### config.mk
export PLATFORM = sky130hd
export DESIGN_NAME = kc3_row_lane
export DESIGN_NICKNAME = d
export VERILOG_FILES = /design/src/rtl/assert_macros.svh /design/src/rtl/kc3_pkg.sv /design/src/rtl/kc3_row_lane.sv
export SDC_FILE = /design/constraint.sdc
export NUM_CORES = 1
export LEC_CHECK = 0
export ABC_AREA = 0
export BUFFER_PORTS_ARGS = -buffer_cell sky130_fd_sc_hd__buf_4
export CAP_MARGIN = 40
export CORE_UTILIZATION = 40
export CTS_CLUSTER_SIZE = 10
export DETAILED_ROUTE_END_ITERATION = 7
export PLACE_DENSITY = 0.68
export SLEW_MARGIN = 0
export SYNTH_ARGS = -nofsm -noshare
export SYNTH_HDL_FRONTEND = slang
export SYNTH_SLANG_ARGS = --single-unit
### constraint.sdc
create_clock -name clk -period 12.67 [get_ports clk]
set_input_delay 0.6335 -clock clk [delete_from_list [all_inputs] [get_ports clk]]
set_output_delay 0.6335 -clock clk [all_outputs]
set_load 0.02 [all_outputs]
### src/rtl/assert_macros.svh
// Assertion macros for the convolution filter RTL.
// Define NO_ASSERTIONS to compile every check away.
`ifndef ASSERT_MACROS_SVH
`define ASSERT_MACROS_SVH

`ifndef NO_ASSERTIONS

// Same-cycle implication, disabled during reset.
`define ASSERT_IMPLIES(lbl, ck, rs, ante, cons) \
  lbl: assert property (@(posedge ck) disable iff (rs) (ante) |-> (cons)) \
    else $error("kc3: same-cycle check failed");

// Next-cycle implication, disabled during reset.
`define ASSERT_NEXT(lbl, ck, rs, ante, cons) \
  lbl: assert property (@(posedge ck) disable iff (rs) (ante) |=> (cons)) \
    else $error("kc3: next-cycle check failed");

`else

`define ASSERT_IMPLIES(lbl, ck, rs, ante, cons)
`define ASSERT_NEXT(lbl, ck, rs, ante, cons)

`endif

`endif

### src/rtl/kc3_pkg.sv
// Shared constants, register codes and types for the 3x3 convolution filter.
// No dependencies; every other file of the block but the assertion macro header imports this package.
`timescale 1ns / 1ps

package kc3_pkg;

  // Window geometry and field widths.
  localparam int KERNEL_SIZE     = 3;
  localparam int DEF_SAMPLE_BITS = 8;
  localparam int WEIGHT_BITS     = 8;
  localparam int ROW_BITS        = KERNEL_SIZE * WEIGHT_BITS;
  localparam int SCALE_BITS      = 16;
  localparam int SCALE_FRAC      = 8;
  localparam int OUT_BITS        = 9;
  localparam int OUT_MAX         = 255;

  // Configuration port.
  localparam int CFG_DATA_BITS  = ROW_BITS;
  localparam int CFG_INDEX_BITS = 3;

  typedef enum logic [CFG_INDEX_BITS-1:0] {
    REG_WROW_TOP = 3'd0,
    REG_WROW_MID = 3'd1,
    REG_WROW_BOT = 3'd2,
    REG_SCALE    = 3'd3,
    REG_ABS_EN   = 3'd4
  } kc3_reg_idx_t;

  // Register reset values: identity kernel, unity scale, magnitude on.
  localparam logic [ROW_BITS-1:0]   RST_WROW_TOP = ROW_BITS'(0);
  localparam logic [ROW_BITS-1:0]   RST_WROW_MID = ROW_BITS'(256);
  localparam logic [ROW_BITS-1:0]   RST_WROW_BOT = ROW_BITS'(0);
  localparam logic [SCALE_BITS-1:0] RST_SCALE    = SCALE_BITS'(256);
  localparam logic                  RST_ABS_EN   = 1'b1;

  // Load enables for the stages behind the lanes.
  typedef struct packed {
    logic acc_en;
    logic prod_en;
    logic out_en;
  } kc3_stage_en_t;

endpackage

### src/rtl/kc3_row_lane.sv
// One row lane: three sample-by-weight products summed into a register.
// Depends on kc3_pkg; instantiated once per kernel row by the top level.
`timescale 1ns / 1ps

module kc3_row_lane import kc3_pkg::*; #(
  parameter int SAMPLE_BITS = DEF_SAMPLE_BITS
) (
  input  logic                        clk,
  input  logic                        en,
  input  logic [ROW_BITS-1:0]         row_weights,
  input  logic [SAMPLE_BITS-1:0]      pix [KERNEL_SIZE],
  output logic signed [SAMPLE_BITS+9:0] row_sum
);

  localparam int ROW_W = SAMPLE_BITS + 10;

  logic signed [ROW_W-1:0] prod [KERNEL_SIZE];

  // Each tap: unsigned sample times signed 8-bit weight, exact.
  always_comb begin
    for (int c = 0; c < KERNEL_SIZE; c++) begin
      prod[c] = $signed({1'b0, pix[c]}) *
                $signed(row_weights[c*WEIGHT_BITS +: WEIGHT_BITS]);
    end
  end

  // Row sum register; three products never overflow the lane width.
  always_ff @(posedge clk) begin
    if (en) begin
      row_sum <= prod[0] + prod[1] + prod[2];
    end
  end

endmodule

---- Yosys cells after proc, flatten, opt, wreduce, memory -nomap -nowiden ----
Index checks and enable logic that the tools add are counted.
cells by class
  add/subtract/negate cells ............... 2
  multipliers ............................. 3
  divide/modulo/power cells ............... 0
  order comparisons ....................... 0
  equality and inequality tests ........... 0
  shift operators ......................... 0
  multiplexer cells ....................... 0
  bitwise logic cells ..................... 0
  reduce and logical (&&, ||, !) cells .... 0
operators with widths
  operator                                      count
  9-bit by 8-bit multiplier with 17-bit output  3
  17-bit by 17-bit adder with 18-bit output     1
  18-bit by 17-bit adder with 18-bit output     1
storage, ports and cells
  register bits ........................... 18
  bits in latches ......................... 0
  memory bits (writable) .................. 0
  memory bits (read-only) ................. 0
  input port bits ......................... 50
  output and inout port bits .............. 18
  logic and storage cells ................. 6
  memories ................................ 0

---- Logic depth before layout (Yosys ltp) ----
  depth after elaboration ................. 3
  depth in mapped cells ................... 22
  depth with buffers taken out ............ 21

---- Least setup slack after synthesis ----
OpenSTA, ideal clock, no wires.
  path type ............................... input -> register
  start point ............................. input port row_weights[0]
  end point ............................... register row_sum[12], data pin
  arrival ................................. 5552 ps
  slack ................................... 6856 ps
  stages on the path ...................... 18
  path buffers ............................ 0
  path through ............................ and2_1 -> fa_1 -> fa_1 -> inv_1 -> fa_1 -> fa_1 -> inv_1 -> fa_1 -> fa_1 -> inv_1 -> fa_1 -> inv_1 -> ha_1 -> a21o_1 -> a21oi_4 -> a21oi_2 -> o41ai_2 -> xnor2_1
on the way
  word-level cells in the longest chain between the ends .. 3
ends and longest elaborated chain
  item                                          RTL line            source
  start: declaration                            kc3_row_lane.sv:10  input logic [ROW_BITS-1:0] row_weights,
  9-bit by 8-bit multiplier with 17-bit output  kc3_row_lane.sv:22  prod[c] = $signed({1'b0, pix[c]}) *
  17-bit by 17-bit adder with 18-bit output     kc3_row_lane.sv:30  row_sum <= prod[0] + prod[1] + prod[2];
  18-bit by 17-bit adder with 18-bit output     kc3_row_lane.sv:30
  end signal: assignment                        kc3_row_lane.sv:30
  end: declaration                              kc3_row_lane.sv:12  output logic signed [SAMPLE_BITS+9:0] row_sum
No other way between the ends.
A chain may end at the register's enable or synchronous reset.

---- Final worst setup path ----
  start point ............................. input port row_weights[15]
  end point ............................... register row_sum[17], data pin
The elaborated chain is that of the path after synthesis.

==> metrics.yaml <==
status: "finished, final reports clean"
syn-cell-area_mm2: 0.00763
drive_above_1_share_pct: 8.63
top_regs: "row_sum x18"
gp_congestion: 0.845
crit_arrival_ns: 6.10
num_rows: 50
worstHoldPathCells: 1
critPathKind: "in -> reg"
die-area_mm2: 0.0196
critPathCaptureType: "flop"
syn_area_per_cell_um2: 9.53
cp_max_fo: 10
clkTransAtPathRegs_ns: 0.05
synth_ff_type: "edfxtp_1"
hold_viol_final: 0
grt_antenna_before_repair: 0
start_util_pct: 40.8
drc: 0
diodes: 0
drt_iter0_drc: 194
crit_required_ns: 12.67
num-fill-cells: 1854
largest_reg_flops: 18
regMostFlops: "row_sum"
portBuffers: 67
drt_wl_total_mm: 15.7
synthCells: 801
core_region_area_mm2: 0.0187
min_from: "en"
slew_viol_final: 0
yosysSeqAreaShare_pct: 7.08
synth.distinct_cells: 30
post_drt_wl_per_cell_um: 14.2
min_period_ns: 6.10
synth_edf_count: 18
pin_count: 68
die_x_um: 140
tns_ns: 0
synth_top_area_share_pct: 43.3
cts_hold_buf: 0
h-tree-depth: 1
cts_setup_buffers: 0
ys_seq_elements: 18
grt_max_degree: 19
drt_pass1_iterations: 6
synthTopCellsByArea: "fa_1, ha_1, inv_1, and2_1, edfxtp_1"
holdCritPathClass: "in -> reg"
ys_warn_count: 0
cts_sinks: 18
worstSetupStartpointType: "input pin"
gr-total-overflow: 0
ctsResizeCount: 0
final_nets: 1193
setup_viol: 0
maxCapViolCount: 0
syn_nets: 1123
ant_nets: 0
tightestPinTransition_ns: 0.409
clock.fmax_ghz: 0.164
vias: 5297
yosysTopAreaCell: "fa_1"
slew_headroom_pct: 72.6
syn_to_final_growth_pct: 11.3
rsz0062_at_grt: "no"
finalCritPeriodShare_pct: 48.2
die_h_um: 140
hpwlAfterDp_mm: 14.2
grt_use_total_pct: 17.8
cts-buffers-inserted: 3
cts_root_buf: "clkbuf_16"
grt_pass1_wl_mm: 27.7
cts_max_path_buffers: 2
vias_per_cell: 4.80
grt_pass1_vias: 5912
hold_end: "row_sum[13]"
synthArstFlopShare_pct: 0
cts_tree: "done"
stage by stage:
stage | util, % | hold slack, ns | instances | worst slack (ns) | cell area [um2]
6_report | 45.4 | 0.769 | 1103 | 6.57 | 8490
5_1_grt | 45.4 | 0.774 | 1103 | 6.27 | 8490
4_1_cts | 45.4 | 0.772 | 1103 | 6.55 | 8490
3_5_place_dp | 45.0 | 1.03 | 1100 | 6.29 | 8420
3_3_place_gp | 45.0 | 1.03 | 1100 | 6.38 | 8420
2_1_floorplan | - | 0.746 | 801 | 6.86 | 7630
critical path: stages:
cell and delay, ns:
buf_4 0.09, clkinv_1 0.32, nor2_1 0.24, fa_1 0.42
inv_1 0.07, fa_1 0.40, inv_1 0.08, fa_1 0.42
fa_1 0.51, fa_1 0.43, fa_1 0.55, inv_1 0.07
fa_1 0.48, inv_1 0.04, ha_1 0.36, a21oi_1 0.20
nand2_1 0.07, o211ai_1 0.36, a41oi_1 0.20, xnor2_1 0.16
layer usage:
metal | wire length [um] | up-vias | track usage (%)
met4 | 269 | 0 | 3.24
met3 | 568 | 20 | 1.95
met2 | 8280 | 94 | 32.6
met1 | 6570 | 2699 | 22.8
met5 | 0 | - | 0
li1 | - | 2484 | -
layout make-up:
class / instances / area, um2 / area share [%]
Timing Repair Buffer: 67 / 503 / 5.92
Tap cell: 234 / 293 / 3.45
Sequential cell: 18 / 541 / 6.36
Clock buffer: 3 / 75.1 / 0.884
Multi-Input combinational cell: 547 / 6200 / 73.0
Inverter: 234 / 878 / 10.3
worst max path at each step:
stage | cells past startpoint | startpoint | to
CTS | 20 | row_weights[15] | row_sum[17]
floorplan | 18 | row_weights[0] | row_sum[12]
global placement | 20 | row_weights[15] | row_sum[17]
global route | 20 | row_weights[7] | row_sum[17]
finish | 20 | row_weights[15] | row_sum[17]
detailed placement | 20 | row_weights[15] | row_sum[17]
Yosys cell counts, types with 3 or more instances:
library cell / count
xnor2_1: 12
inv_1: 232
a21oi_1: 12
fa_1: 165
a21o_1: 5
edfxtp_1: 18
o21ai_0: 6
nand4_1: 3
nor2_1: 27
ha_1: 107
xor2_1: 5
and2_1: 112
nand2b_1: 9
nand2_1: 65
cells by family (layout without fill, tap and decap cells):
kind of cell	after synthesis	after routing	synth area share [%]
XOR/XNOR	17	17	1.95
flip-flops	18	18	7.08
AO/OA/AOI/OAI	33	33	2.97
AND/OR/NAND/NOR	223	223	15.3
adder cells (fa/ha/maj)	272	272	60.8
multiplexers	2	2	0.262
buffers and inverters	236	304	11.6
layout by cell type, fill, tap and decap left out:
master / instances
inv_1: 232
fa_1: 165
and2_1: 112
ha_1: 107
buf_4: 67
nand2_1: 65
nor2_1: 27
edfxtp_1: 18
xnor2_1: 12
a21oi_1: 12
nand2b_1: 9
o21ai_0: 6
a21o_1: 5
xor2_1: 5
nand4_1: 3
clkbuf_16: 3
clkinv_1: 2
a21oi_2: 2
nor3_1: 2
mux2i_1: 2
o211ai_1: 2
nor2b_1: 2
a21oi_4: 1
o41ai_2: 1
a21o_2: 1
o21a_1: 1
nor4b_1: 1
a41oi_1: 1
nand4b_1: 1
nand3_1: 1
a32oi_1: 1
Power is not shown: default switching activity piles up to over one toggle a cycle in this logic, so the estimate is an artifact.
