==> config.mk <==
export PLATFORM = sky130hd
export DESIGN_NAME = kc3_merge
export DESIGN_NICKNAME = d
export VERILOG_FILES = /design/src/rtl/assert_macros.svh /design/src/rtl/kc3_pkg.sv /design/src/rtl/kc3_merge.sv
export SDC_FILE = /design/constraint.sdc
export NUM_CORES = 1
export LEC_CHECK = 0
export BUFFER_PORTS_ARGS = -buffer_cell sky130_fd_sc_hd__buf_2
export CAP_MARGIN = 5
export CORE_MARGIN = 4
export CORE_UTILIZATION = 60
export CTS_BUF_LIST = sky130_fd_sc_hd__clkbuf_4 sky130_fd_sc_hd__clkbuf_8
export CTS_CLUSTER_SIZE = 25
export DETAILED_ROUTE_END_ITERATION = 10
export PLACE_DENSITY = 0.76
export SLEW_MARGIN = 10
export SYNTH_ARGS = -nofsm -noshare
export SYNTH_HDL_FRONTEND = slang
export SYNTH_SLANG_ARGS = --single-unit
==> constraint.sdc <==
create_clock -name clk -period 13 [get_ports clk]
set_input_delay 0.65 -clock clk [delete_from_list [all_inputs] [get_ports clk]]
set_output_delay 0.65 -clock clk [all_outputs]
set_load 0.05 [all_outputs]
==> src/rtl/assert_macros.svh <==
// Assertion macros for the convolution filter RTL.
// Define NO_ASSERTIONS to compile every check away.
`ifndef ASSERT_MACROS_SVH
`define ASSERT_MACROS_SVH

`ifndef NO_ASSERTIONS

// Same-cycle implication, disabled during reset.
`define ASSERT_IMPLIES(lbl, ck, rs, ante, cons) \
  lbl: assert property (@(posedge ck) disable iff (rs) (ante) |-> (cons)) \
    else $error("kc3: same-cycle check failed");

// Next-cycle implication, disabled during reset.
`define ASSERT_NEXT(lbl, ck, rs, ante, cons) \
  lbl: assert property (@(posedge ck) disable iff (rs) (ante) |=> (cons)) \
    else $error("kc3: next-cycle check failed");

`else

`define ASSERT_IMPLIES(lbl, ck, rs, ante, cons)
`define ASSERT_NEXT(lbl, ck, rs, ante, cons)

`endif

`endif

==> src/rtl/kc3_pkg.sv <==
// Shared constants, register codes and types for the 3x3 convolution filter.
// No dependencies; every other file of the block but the assertion macro header imports this package.
`timescale 1ns / 1ps

package kc3_pkg;

  // Window geometry and field widths.
  localparam int KERNEL_SIZE     = 3;
  localparam int DEF_SAMPLE_BITS = 8;
  localparam int WEIGHT_BITS     = 8;
  localparam int ROW_BITS        = KERNEL_SIZE * WEIGHT_BITS;
  localparam int SCALE_BITS      = 16;
  localparam int SCALE_FRAC      = 8;
  localparam int OUT_BITS        = 9;
  localparam int OUT_MAX         = 255;

  // Configuration port.
  localparam int CFG_DATA_BITS  = ROW_BITS;
  localparam int CFG_INDEX_BITS = 3;

  typedef enum logic [CFG_INDEX_BITS-1:0] {
    REG_WROW_TOP = 3'd0,
    REG_WROW_MID = 3'd1,
    REG_WROW_BOT = 3'd2,
    REG_SCALE    = 3'd3,
    REG_ABS_EN   = 3'd4
  } kc3_reg_idx_t;

  // Register reset values: identity kernel, unity scale, magnitude on.
  localparam logic [ROW_BITS-1:0]   RST_WROW_TOP = ROW_BITS'(0);
  localparam logic [ROW_BITS-1:0]   RST_WROW_MID = ROW_BITS'(256);
  localparam logic [ROW_BITS-1:0]   RST_WROW_BOT = ROW_BITS'(0);
  localparam logic [SCALE_BITS-1:0] RST_SCALE    = SCALE_BITS'(256);
  localparam logic                  RST_ABS_EN   = 1'b1;

  // Load enables for the stages behind the lanes.
  typedef struct packed {
    logic acc_en;
    logic prod_en;
    logic out_en;
  } kc3_stage_en_t;

endpackage

==> src/rtl/kc3_merge.sv <==
// Merging stages: sum the row lanes, apply the Q8.8 scale, then magnitude,
// optional sign and clamp into the result register. Depends on kc3_pkg.
`timescale 1ns / 1ps

module kc3_merge import kc3_pkg::*; #(
  parameter int SAMPLE_BITS = DEF_SAMPLE_BITS
) (
  input  logic                          clk,
  input  kc3_stage_en_t                 stage_en,
  input  logic signed [SAMPLE_BITS+9:0] row_sum [KERNEL_SIZE],
  input  logic [SCALE_BITS-1:0]         scale_q8,
  input  logic                          abs_enable,
  output logic signed [OUT_BITS-1:0]    filtered_value
);

  localparam int ACC_W  = SAMPLE_BITS + 12;
  localparam int PROD_W = ACC_W + SCALE_BITS + 1;
  localparam int SHR_W  = PROD_W - SCALE_FRAC;
  localparam int MAG_W  = OUT_BITS - 1;

  logic signed [ACC_W-1:0]  acc;
  logic signed [PROD_W-1:0] prod;
  logic                     neg;
  logic [PROD_W-1:0]        mag;
  logic [SHR_W-1:0]         shifted;
  logic [MAG_W-1:0]         mag_sat;
  logic signed [OUT_BITS-1:0] result_next;

  // Full nine-tap sum from the three lanes.
  always_ff @(posedge clk) begin
    if (stage_en.acc_en) begin
      acc <= ACC_W'(row_sum[0]) + ACC_W'(row_sum[1]) + ACC_W'(row_sum[2]);
    end
  end

  // Scale multiply; the scale is unsigned so it gets a zero sign bit.
  always_ff @(posedge clk) begin
    if (stage_en.prod_en) begin
      prod <= acc * $signed({1'b0, scale_q8});
    end
  end

  // Shift the magnitude so the result truncates toward zero, saturate,
  // then restore the sign unless magnitude mode is on.
  always_comb begin
    neg     = prod[PROD_W-1];
    mag     = neg ? PROD_W'(-prod) : PROD_W'(prod);
    shifted = mag[PROD_W-1:SCALE_FRAC];
    if (shifted > SHR_W'(OUT_MAX)) begin
      mag_sat = MAG_W'(OUT_MAX);
    end else begin
      mag_sat = shifted[MAG_W-1:0];
    end
    if (neg && !abs_enable) begin
      result_next = -$signed({1'b0, mag_sat});
    end else begin
      result_next = $signed({1'b0, mag_sat});
    end
  end

  // Output register, the last stage of the pipeline.
  always_ff @(posedge clk) begin
    if (stage_en.out_en) begin
      filtered_value <= result_next;
    end
  end

endmodule

# Word level (Yosys, flattened, before mapping)

Index checks and enable logic that the tools add are counted.

Flip-flop bits (word level): 66
Input port bits: 75
Logic and storage cells: 15

$add $sub $neg: 4
$mul: 1
$lt $le $gt $ge: 1
Mux-type cells: 3
Reduce and logical (&&, ||, !) cells: 2

Operator list:

| operator                                                       | number |
|---|---|
| multiplier 20 x 17 -> 37 bit                                   | 1 |
| 2-to-1 mux 37 bit                                              | 1 |
| negator 37 bit                                                 | 1 |
| greater-than comparator 29 x 8 -> 1 bit, second input constant | 1 |
| adder 19 x 18 -> 20 bit                                        | 1 |
| adder 18 x 18 -> 19 bit                                        | 1 |
| 2-to-1 mux 8 bit                                               | 2 |
| negator 8 -> 9 bit                                             | 1 |
| logical AND 1 bit                                              | 1 |
| zero test 1 bit                                                | 1 |

# Logic depth before layout (Yosys ltp)

Word-level depth: 6
Depth in mapped cells: 24
Gate-level depth less buffers: 23

# Worst setup path after synthesis

OpenSTA, ideal clock, no wires.

Path type: input port to flip-flop
Start point: input port scale_q8[12]
End point: register prod[36] (data pin)
Arrival time: 6.308 ns
Slack: 6.432 ns
Cell stages on the path: 20
Buffers on the path: 2
Path through: clkbuf_1 clkbuf_1 nand2_1 fa_1 inv_1 fa_1 fa_1 fa_1 fa_1 inv_1 fa_1 inv_1 ha_1 nand4_1 a211oi_1 o211ai_1 a211o_1 a2111o_1 a31oi_1 xnor2_1

Cells in the longest elaborated chain, start to end: 1

Ends and longest elaborated chain:

| item                         | RTL line        | source |
|---|---|---|
| start, declared              | kc3_merge.sv:11 | `input logic [SCALE_BITS-1:0] scale_q8,` |
| multiplier 20 x 17 -> 37 bit | kc3_merge.sv:39 | `prod <= acc * $signed({1'b0, scale_q8});` |
| end signal, assigned         | kc3_merge.sv:39 |  |
| end, declared                | kc3_merge.sv:22 | `logic signed [PROD_W-1:0] prod;` |

Every way passes these cells.
A chain may end at the register's enable or synchronous reset.

# Worst setup path in the final report

Start point: register acc[6]
End point: register prod[36] (data pin)

Cells in the longest elaborated chain, start to end: 1

Ends and longest elaborated chain:

| item                         | RTL line        | source |
|---|---|---|
| start, declared              | kc3_merge.sv:21 | `logic signed [ACC_W-1:0] acc;` |
| start signal, assigned       | kc3_merge.sv:32 | `acc <= ACC_W'(row_sum[0]) + ACC_W'(row_sum[1]) + ACC_W'(row_sum[2]);` |
| multiplier 20 x 17 -> 37 bit | kc3_merge.sv:39 |  |

Every way passes these cells.

==> metrics.csv <==
stage,metric,value,unit
global_route,total gr overflow,0,
timing,Worst Tran Pin Value,0.855,ns
timing,crit share post-route,54.2,%
timing,RSZ-0062 raised after global routing,no,
synth,Synth area leaders,"fa_1 (41%), edfxtp_1 (12%), inv_1 (9.9%)",
critical_path,WP data required,13.11,ns
timing,Setup-failing EPs final,0,
layout,Final Net Count,2348,
cts,hold_buf cts,0,
critical_path,critical setup path kind,reg2reg,
timing,Final Max Slew Viols,0,
die,row count,60,
cts,"CTS clk-pin slew, worst paths",0.09,ns
detailed_routing,1st-iter DRT viols,877,
global_route,number of global-route vias before repair,12800,
synth,total of warnings raised by yosys,0,
synth,Commonest cells post-synth,"inv_1 (436), fa_1 (340), nand2_1 (232)",
hold_path,worst hold path class,in2reg,
critical_path,CP startpoint kind,flop,
hold_path,hold path depth,1,
synth,number of synthesized flops with an enable pin,66,
global_route,first-pass GRT wire length,62300,um
synth,sequential-to-total area share from yosys stat,12.0,%
synth,"Top FF cell, synth",edfxtp_1,
cts,CTS tree,yes,
place,dpl hpwl,30000,um
synth,Yosys top cell by area,fa_1,
detailed_routing,DRC,0,
synth,Syn Inst Count,1795,
die,Die X,174,um
synth,Syn Std Cell Area,0.0165,mm2
timing,Achievable Freq,0.142,GHz
critical_path,Worst Setup End Kind,flop,
critical_path,Reg2Reg Depth,20,
synth,top cell type's share of synthesized area,41.2,%
timing,Final TNS setup,0,ns
run_status,status,finished clean,
synth,Yosys cell types,69,
timing,slew margin rel.,42.5,%
die,DIE AREA,0.0303,mm2
synth,most frequent cell after synthesis,inv_1,
detailed_routing,DR WL/cell,16.7,um
die,Core Area,0.0270,mm2
layout,P&R area growth vs syn,4.76,%
job,max-cap viol count,0,
synth,"flops & latches, synth",66,
detailed_routing,routed wire length,36100,um
synth,Mapped Avg Cell Area,9.21,um2
cts,Sink Count,66,
die,# IOs,84,
global_route,global-route usage over all layers,25.3,%
cts,CTS buffer count,9,
detailed_routing,DR pass1 iterations,6,
place,Port Buffer Count,83,
layout,share of layout cells above drive strength 1,6.30,%
global_route,largest net degree at the start of global routing,38,
timing,Final Hold Viols,0,
layout,Filler Cells Inserted,2201,
synth,Post-Syn Nets,2322,
cts,Worst-Skew Late Latency,0.38,ns
cts,Max clock buf depth,2,
cts,Post-CTS Setup Bufs,0,
layout,Inserted Diodes,0,
place,GP Congestion,0.923,
global_route,antenna violations before repair,0,
timing,Period minus WS final,7.04,ns
timing,Clock Skew,0.0256,ns
critical_path,maximum fanout along the worst path,16,
synth,ys async rst share,0,%
die,Die Ht,174,um
cts,Root Buffer,clkbuf_8,
detailed_routing,Antenna Violating Nets Remaining,0,
detailed_routing,routed vias,12000,
cts,H-tree depth,3,
detailed_routing,Via density,5.56,
die,initial cell density of the core,61.2,%
critical_path,critical path arrival,7.15,ns
cts,post_cts resized,0,
-- layer usage --
metal	wire length, um	vias to the layer above	share of wire (%)	track usage [%]
li1	-	5555	-	-
met1	15600	5928	43	35.2
met2	16600	505	46	40.9
met3	3210	50	8.9	6.02
met4	641	0	1.8	5.44
met5	0	-	0	0
-- area by class of cell --
cell class                 instances  area (um2)  area share [%]
multi-input combinational       1224       12600            73.0
sequential                        66        1980            11.4
inverter                         436        1640            9.45
tap                              341         427            2.46
timing repair buffer              84         423            2.44
clock buffer                       9         124           0.715
clock inverter                     6        82.6           0.477
-- final timing paths --
| kind | slack (ns) | endpoint | start |
|---|---|---|---|
| setup / recovery | 5.96 | prod[36] | acc[6] |
| hold / removal | 0.64 | filtered_value[0] | stage_en[0] |
| setup reg to reg | 5.96 | prod[36] | acc[6] |
| hold reg to reg | 0.72 | filtered_value[0] | prod[8] |
-- logic make-up (layout without fill, tap and decap cells) --
kind of cell    after synthesis  count (layout)  share of synthesized area (%)
compound gates              191             191                           7.89
xor+xnor                     55              55                           2.91
fa+ha+maj                   452             452                           49.6
buf+inv                     505             535                           11.5
flops                        66              66                           12.0
mux                           3               3                          0.182
simple gates                523             523                           15.9
-- worst max-delay path, cell delays in order (launching register included) --
cell and delay [ns]:
edfxtp_1 0.69, and2_1 0.32, fa_1 0.55, inv_1 0.06, fa_1 0.49, fa_1 0.51, inv_1 0.05, fa_1 0.48
fa_1 0.55, inv_1 0.05, fa_1 0.52, inv_1 0.04, ha_1 0.37, and4_1 0.25, o211ai_1 0.12, a211oi_1 0.43
o211ai_1 0.21, a211o_1 0.36, a2111o_1 0.41, a31oi_1 0.20, xnor2_1 0.10
-- stage by stage --
| stage | worst slack, ns | hold slack [ns] | cells | util [%] | area [um2] |
|---|---|---|---|---|---|
| floorplan | 6.43 | 0.601 | 1795 | - | 16500 |
| CTS | 5.94 | 0.612 | 2166 | 64.1 | 17300 |
| global placement | 5.95 | 0.695 | 2151 | 63.3 | 17100 |
| detailed placement | 5.85 | 0.703 | 2151 | 63.3 | 17100 |
| global route | 5.65 | 0.627 | 2166 | 64.1 | 17300 |
| finish | 5.96 | 0.637 | 2166 | 64.1 | 17300 |
-- sequential cells by signal, summed over array words and instances (netlist names) --
register,flops
acc,20
prod,37
filtered_value,9
-- cells in the final DEF (no fill, tap or decap), types with 5 or more instances in the layout --
master,instances
inv_1,436
fa_1,340
nand2_1,232
and2_1,130
ha_1,112
buf_2,83
edfxtp_1,66
nor2_1,58
a21oi_1,48
xnor2_1,44
o21ai_0,29
nor3_1,17
nand3_1,16
a21o_1,13
a211oi_1,12
o21a_1,12
xor2_1,11
o211ai_1,10
nor2b_1,9
a31oi_1,9
clkbuf_8,9
nand4_1,8
nand2b_1,8
and3_1,7
nor4_1,6
o22ai_1,6
or3_1,5
o31ai_1,5
o31a_1,5
a311oi_1,5
nand3b_1,5
Power is not shown: default switching activity piles up to over one toggle a cycle in this logic, so the estimate is an artifact.
